### src/sv/nnis_pkg.sv
// Package for the nearest-neighbor image scaler.
// Holds the sequencer states, register indexes and field widths.
// No dependencies.
`default_nettype none

package nnis_pkg;

	localparam int unsigned PIX_W    = 24;
	localparam int unsigned DIVD_W   = 32;
	localparam int unsigned DIVS_W   = 16;
	localparam int unsigned CFG_IX_W = 2;

	localparam logic [CFG_IX_W-1:0] REG_IN_WIDTH   = 2'd0;
	localparam logic [CFG_IX_W-1:0] REG_IN_HEIGHT  = 2'd1;
	localparam logic [CFG_IX_W-1:0] REG_OUT_WIDTH  = 2'd2;
	localparam logic [CFG_IX_W-1:0] REG_OUT_HEIGHT = 2'd3;

	localparam logic CMD_LOAD = 1'b0;
	localparam logic CMD_EMIT = 1'b1;

	typedef enum logic [5:0] {
		S_IDLE   = 6'b000001,
		S_CSTART = 6'b000010,
		S_CDIV   = 6'b000100,
		S_READ   = 6'b001000,
		S_RDIV   = 6'b010000,
		S_FIN    = 6'b100000
	} seq_state_t;

endpackage

`default_nettype wire

### src/sv/nnis_div.sv
// Radix-2 restoring divider, one quotient bit per cycle.
// Depends on nnis_pkg.
`default_nettype none

module nnis_div (
	input  wire logic                          clk,
	input  wire logic                          arst_n,
	input  wire logic                          start,
	input  wire logic [nnis_pkg::DIVD_W-1:0]   dividend,
	input  wire logic [nnis_pkg::DIVS_W-1:0]   divisor,
	output logic                               done,
	output logic      [nnis_pkg::DIVD_W-1:0]   quotient
);

	import nnis_pkg::*;

	localparam int unsigned CNT_W = $clog2(DIVD_W);

	logic [DIVD_W-1:0] quo_q;
	logic [DIVS_W-1:0] rem_q;
	logic [DIVS_W-1:0] dvs_q;
	logic [CNT_W-1:0]  cnt_q;
	logic              busy_q;
	logic              done_q;

	logic [DIVS_W:0]   shifted;
	logic [DIVS_W:0]   diff;
	logic              ge;

	assign shifted = {rem_q, quo_q[DIVD_W-1]};
	assign diff    = shifted - {1'b0, dvs_q};
	assign ge      = shifted >= {1'b0, dvs_q};

	always_ff @(posedge clk or negedge arst_n) begin
		if (!arst_n) begin
			quo_q  <= '0;
			rem_q  <= '0;
			dvs_q  <= '0;
			busy_q <= 1'b0;
			done_q <= 1'b0;
			cnt_q  <= '0;
		end else if (start) begin
			quo_q  <= dividend;
			rem_q  <= '0;
			dvs_q  <= divisor;
			cnt_q  <= '0;
			busy_q <= 1'b1;
			done_q <= 1'b0;
		end else if (busy_q) begin
			quo_q <= {quo_q[DIVD_W-2:0], ge};
			rem_q <= ge ? diff[DIVS_W-1:0] : shifted[DIVS_W-1:0];
			cnt_q <= cnt_q + 1'b1;
			if (cnt_q == CNT_W'(DIVD_W - 1)) begin
				busy_q <= 1'b0;
				done_q <= 1'b1;
			end
		end else begin
			done_q <= 1'b0;
		end
	end

	assign done     = done_q;
	assign quotient = quo_q;

endmodule

`default_nettype wire

### config.mk
export PLATFORM = sky130hd
export DESIGN_NAME = nnis_div
export DESIGN_NICKNAME = d
export VERILOG_FILES = /design/src/sv/nnis_pkg.sv /design/src/sv/nnis_div.sv
export SDC_FILE = /design/constraint.sdc
export NUM_CORES = 1
export LEC_CHECK = 0
export BUFFER_PORTS_ARGS = -buffer_cell sky130_fd_sc_hd__buf_2
export CORE_ASPECT_RATIO = 0.8
export CORE_MARGIN = 2
export CORE_UTILIZATION = 38
export DETAILED_ROUTE_END_ITERATION = 10
export GPL_ROUTABILITY_DRIVEN = 0
export PLACE_DENSITY_LB_ADDON = 0.08
export SKIP_CTS_REPAIR_TIMING = 1
export SLEW_MARGIN = 40
export SYNTH_ARGS = -nofsm -noshare
export SYNTH_HDL_FRONTEND = slang
export SYNTH_SLANG_ARGS = --single-unit
### constraint.sdc
create_clock -name clk -period 2.9 [get_ports clk]
set_clock_uncertainty 0.05 [all_clocks]
set_input_delay 0.725 -clock clk [delete_from_list [all_inputs] [get_ports clk]]
set_output_delay 0.725 -clock clk [all_outputs]
set_load 0.03 [all_outputs]
==> results.json, run 1 <==
{
  "status": "complete, no violations",
  "cpPeakStageDelay_ns": 0.39,
  "fin_setup_tns_ns": 0,
  "path_class": "reg2reg",
  "reg2reg_slack_ns": 0.36,
  "critPathMaxFanout": 7,
  "nFillCells": 1020,
  "clock_latency_ns": 0.33,
  "post-synth-top-count-cell": "dfrtp_1",
  "first_pass_iters": 4,
  "fp.dieH_um": 94.9,
  "grt_usage": 0.158,
  "post-route-min-period_ns": 2.54,
  "path_depth": 8,
  "synthTopCellsByArea": "dfrtp_1 (45%), mux2i_1 (11%), o21ai_0 (6.9%), ha_1 (5.7%), nand2_1 (5.6%)",
  "slew_headroom": 0.615,
  "cap_viol_max_count": 0,
  "regArea_sq_mm": 0.00178,
  "syn_avg_cell_area_sq_um": 9.59,
  "cts.sinks": 71,
  "rows": 33,
  "crit_end": "rem_q[0]$_DFFE_PN0P_",
  "yosysSeqAreaShare": 0.453,
  "netlist.area_leader.share": 0.453,
  "regToRegEndpoint": "rem_q[0]$_DFFE_PN0P_",
  "antenna_left": 0,
  "antenna_found_initial": 0,
  "crit_chain": "ha_1, nand3_2, o21bai_1, a211o_1, and2_4, a21oi_4, mux2_2, a211oi_1",
  "postSynthCellCount": 409,
  "max_freq_ghz": 0.393,
  "synth_warnings": 0,
  "syn_to_final_growth_pct": 22.5,
  "ys.flop_type": "dfrtp_1",
  "post-route-period-util": 0.877,
  "peakVddDrop_uv": 327,
  "end_kind": "register",
  "wire_per_inst_um": 13.3,
  "min_path_type": "in2async",
  "yosys.area.top_type": "dfrtp_1",
  "ios": 84,
  "fp.dieW_um": 118,
  "initial_utilization": 0.386,
  "portBuffers": 83,
  "vias_per_cell": 4.90,
  "finalHoldViolCount": 0,
  "slowest_stage": "dfrtp_1",
  "reg2reg_depth": 8,
  "syn_nets": 479,
  "arrival_ns": 2.73,
  "dr.first_iter.drc_count": 139,
  "cts_buffer_depth": 2,
  "place_hpwl_um": 6050,
  "core_area_sq_mm": 0.0102,
  "slew_violations": 0,
  "place_inst": 616,
  "layout-drive-gt1-share": 0.230,
  "finalSetupViolCount": 0,
  "cp-start-kind": "register",
  "rsz0062_at_grt": "false",
  "vias": 3091,
  "cts-root-buf": "clkbuf_16",
  "crit_start": "rem_q[2]$_DFFE_PN0P_",
  "clk_pin_slew_ns": 0.05,
  "wirelength_um": 8420,
  "leakage_nw": 2.58,
  "cts.htree.levels": 3,
  "grt_pass1_vias": 2881,
  "dieArea_sq_mm": 0.0112,
  "grt_max_degree": 60,
  "grt.overflow.total": 0,
  "grt_first_pass_wirelength_um": 14200,
  "ys_async_sr_fraction": 1.00,
  "synth_area_sq_mm": 0.00392,
  "path_delay_family": "compound AO/OA/AOI/OAI gates",
  "drc": 0,
  "critPathBufInv": 0,
  "diodes": 0,
  "cp.required_ns": 3.08,
  "tightestPinTransition_ns": 0.578,
  "multi_input_area_sq_mm": 0.00198,
  "synth_top_cells_by_count": "dfrtp_1 (71), nand2_1 (58), o21ai_0 (54), mux2i_1 (42), nor2_1 (29)",
  "ys_ff_latch": 71,
  "final_nets": 557,
  "synth-edff-count": 0,
  "rr_startpoint": "rem_q[2]$_DFFE_PN0P_",
  "cts_tree": "built",
  "synth_cell_types": 42,
  "stdcell_count": 631,
  "p_per_area_mw_per_mm2": 561,
  "cts_made_buffers": 9
}
[kinds of logic after synthesis]
| family | after synthesis | share of synthesized area |
|---|---|---|
| buf+inv | 42 | 0.0424 |
| flops | 71 | 0.453 |
| fa+ha+maj | 19 | 0.0625 |
| compound gates | 102 | 0.163 |
| simple gates | 115 | 0.130 |
| mux | 45 | 0.116 |
| xor+xnor | 15 | 0.0335 |
[stage by stage]
| stage | worst slack, ns | utilization | hold slack (ns) | area, sq um | power [mW] |
|---|---|---|---|---|---|
| after detailed placement | 0.323 | 0.443 | 0.413 | 4500 | 1.57 |
| after global routing | 0.148 | 0.473 | 0.291 | 4800 | 2.84 |
| after global placement | 0.373 | 0.443 | 0.413 | 4500 | 1.57 |
| after floorplan | 0.539 | - | 0.379 | 3920 | 1.41 |
| after CTS | 0.325 | 0.473 | 0.280 | 4800 | 2.73 |
| final | 0.356 | 0.473 | 0.277 | 4800 | 2.69 |
[metal layers]
layer | routed length (um) | part of all wire | track usage | vias up
li1 | - | - | - | 1583
met2 | 3590 | 0.43 | 0.235 | 57
met5 | 0 | 0 | 0 | -
met1 | 4380 | 0.52 | 0.220 | 1438
met3 | 338 | 0.040 | 0.0459 | 13
met4 | 117 | 0.014 | 0.0572 | 0
[flip-flops by register name (all words and copies together) (netlist names)]
name / flops
cnt_q: 5
quotient: 32
dvs_q: 16
done: 1
busy_q: 1
rem_q: 16
[layout by cell type (no fill, tap or decap), types with 9 or more instances in the layout]
| master | netlist | layout |
|---|---|---|
| a211oi_1 | 11 | 11 |
| buf_2 | 1 | 82 |
| clkbuf_16 | 0 | 9 |
| dfrtp_1 | 71 | 70 |
| ha_1 | 18 | 18 |
| inv_1 | 19 | 19 |
| mux2i_1 | 42 | 42 |
| nand2_1 | 58 | 58 |
| nor2_1 | 29 | 29 |
| o21ai_0 | 54 | 54 |
| xor2_1 | 9 | 9 |
[power breakdown]
part | internal [mW] | total [mW] | switching (mW)
combinational | 0.168 | 0.444 | 0.275
clock | 0.743 | 1.15 | 0.402
sequential | 1.06 | 1.10 | 0.0435
total | 1.97 | 2.69 | 0.721
[worst min-delay path by stage]
stage                           from               endpoint  slack, ns  cells after the start
global placement    done$_DFFE_PN0P_       done$_DFFE_PN0P_       0.41                      1
CTS                           arst_n  dvs_q[12]$_DFFE_PN0P_       0.28                      1
detailed placement  done$_DFFE_PN0P_       done$_DFFE_PN0P_       0.41                      1
finish                        arst_n   rem_q[4]$_DFFE_PN0P_       0.28                      1
floorplan                     arst_n       busy_q$_DFF_PN0_       0.38                      0
global route                  arst_n   rem_q[5]$_DFFE_PN0P_       0.29                      1
[layout make-up]
type | count | share of cell area
tap | 140 | 0.0365
inverter | 19 | 0.0149
sequential | 71 | 0.370
timing repair buffer | 90 | 0.103
clock buffer | 10 | 0.0477
clock inverter | 5 | 0.0156
multi-input combinational | 296 | 0.412
(Power assumes the default switching activity.)
==> run 2: changes to the inputs <==
--- a/config.mk
+++ b/config.mk
@@ -7,7 +7,6 @@
 export LEC_CHECK = 0
 export BUFFER_PORTS_ARGS = -buffer_cell sky130_fd_sc_hd__buf_2
 export CORE_ASPECT_RATIO = 0.8
-export CORE_MARGIN = 2
 export CORE_UTILIZATION = 38
 export DETAILED_ROUTE_END_ITERATION = 10
 export GPL_ROUTABILITY_DRIVEN = 0
==> results.json, run 2 (synthesis results as in run 1) <==
{
  "status": "complete, no violations",
  "rr_startpoint": "rem_q[13]$_DFFE_PN0P_",
  "leakage_nw": 2.61,
  "post-route-period-util": 0.873,
  "diodes": 0,
  "cp.required_ns": 3.08,
  "first_pass_iters": 4,
  "utilization": 0.493,
  "finalSetupViolCount": 0,
  "grt.overflow.total": 0,
  "end_kind": "register",
  "fp.dieH_um": 92.9,
  "post-route-min-period_ns": 2.53,
  "finalHoldViolCount": 0,
  "nFillCells": 955,
  "cap_viol_max_count": 0,
  "layout-drive-gt1-share": 0.232,
  "wirelength_um": 8490,
  "cts.sinks": 71,
  "fp.dieW_um": 116,
  "max_freq_ghz": 0.395,
  "vias": 3119,
  "place_hpwl_um": 5720,
  "final_cell_mix": "buf_2 (82), dfrtp_1 (70), nand2_1 (58)",
  "regToRegEndpoint": "rem_q[10]$_DFFE_PN0P_",
  "grt_max_degree": 72,
  "final_nets": 557,
  "core_area_sq_mm": 0.00985,
  "grt_usage": 0.169,
  "slew_violations": 0,
  "cts_buffer_depth": 2,
  "p_per_area_mw_per_mm2": 598,
  "grt_pass1_vias": 2948,
  "place_inst": 612,
  "holdWs_ns": 0.349,
  "drc": 0,
  "critPathMaxFanout": 16,
  "fin_setup_tns_ns": 0,
  "vias_per_cell": 4.97,
  "antenna_left": 0,
  "reg2reg_slack_ns": 0.37,
  "min_path_type": "in2async",
  "dr.first_iter.drc_count": 143,
  "portBuffers": 83,
  "crit_end": "rem_q[10]$_DFFE_PN0P_",
  "peakVddDrop_uv": 421,
  "cts-root-buf": "clkbuf_16",
  "cts_made_buffers": 9,
  "tightestPinTransition_ns": 0.543,
  "clock_latency_ns": 0.33,
  "wire_per_inst_um": 13.5,
  "clk_pin_slew_ns": 0.06,
  "dieArea_sq_mm": 0.0107,
  "initial_utilization": 0.398,
  "rsz0062_at_grt": "false",
  "crit_start": "rem_q[13]$_DFFE_PN0P_",
  "rows": 32,
  "arrival_ns": 2.71,
  "cp-start-kind": "register",
  "largest_reg_flops": 32,
  "final_common_cell": "buf_2",
  "antenna_found_initial": 0,
  "syn_to_final_growth_pct": 23.8,
  "cts.htree.levels": 3,
  "grt_first_pass_wirelength_um": 14200,
  "stdcell_count": 628,
  "power_mw": 2.90,
  "ios": 84,
  "slew_headroom": 0.638,
  "reg2reg_depth": 8,
  "path_class": "reg2reg",
  "cts_tree": "built"
}
## run 2: how the worst min path moves through the flow
stage / slack, ns / endpoint / cells past startpoint
floorplan: 0.38 / busy_q$_DFF_PN0_ / 0
global placement: 0.41 / done$_DFFE_PN0P_ / 1
detailed placement: 0.43 / done$_DFFE_PN0P_ / 1
CTS: 0.38 / dvs_q[4]$_DFFE_PN0P_ / 2
global route: 0.41 / cnt_q[0]$_DFFE_PN0P_ / 2
finish: 0.35 / dvs_q[4]$_DFFE_PN0P_ / 2
## run 2: through the flow
step                setup WS (ns)  instance area [sq um]
floorplan                   0.539                   3920
detailed placement          0.361                   4490
global placement            0.395                   4490
global route                0.225                   4860
finish                      0.368                   4860
CTS                         0.339                   4860
## run 2: where the power goes
group	total, mW	switching (mW)	internal [mW]
combinational	0.445	0.276	0.169
clock	1.35	0.427	0.927
sequential	1.10	0.0440	1.06
## run 2: final cells by class
class                   instances  area, sq um  share of cell area
inverters                      19         71.3              0.0147
clock buffers                  10          229              0.0472
repair buffers                 90          495               0.102
clock inverters                 6          134              0.0276
multi-input cells             296         1980               0.407
well taps                     136          170              0.0350
flip-flops and latches         71         1780               0.366
## run 2: metal layers
layer / part of all wire / global-route usage
met5: 0 / 0
met4: 0.014 / 0.0552
met3: 0.038 / 0.0425
met2: 0.44 / 0.255
met1: 0.51 / 0.235
## run 2: worst max-delay path, stage by stage (launching register included)
cell	delay (ns)
dfrtp_1	0.40
ha_1	0.38
a21o_1	0.20
a211o_1	0.32
a311oi_2	0.28
a21oi_4	0.12
buf_4	0.21
and3_1	0.18
nor4_1	0.28
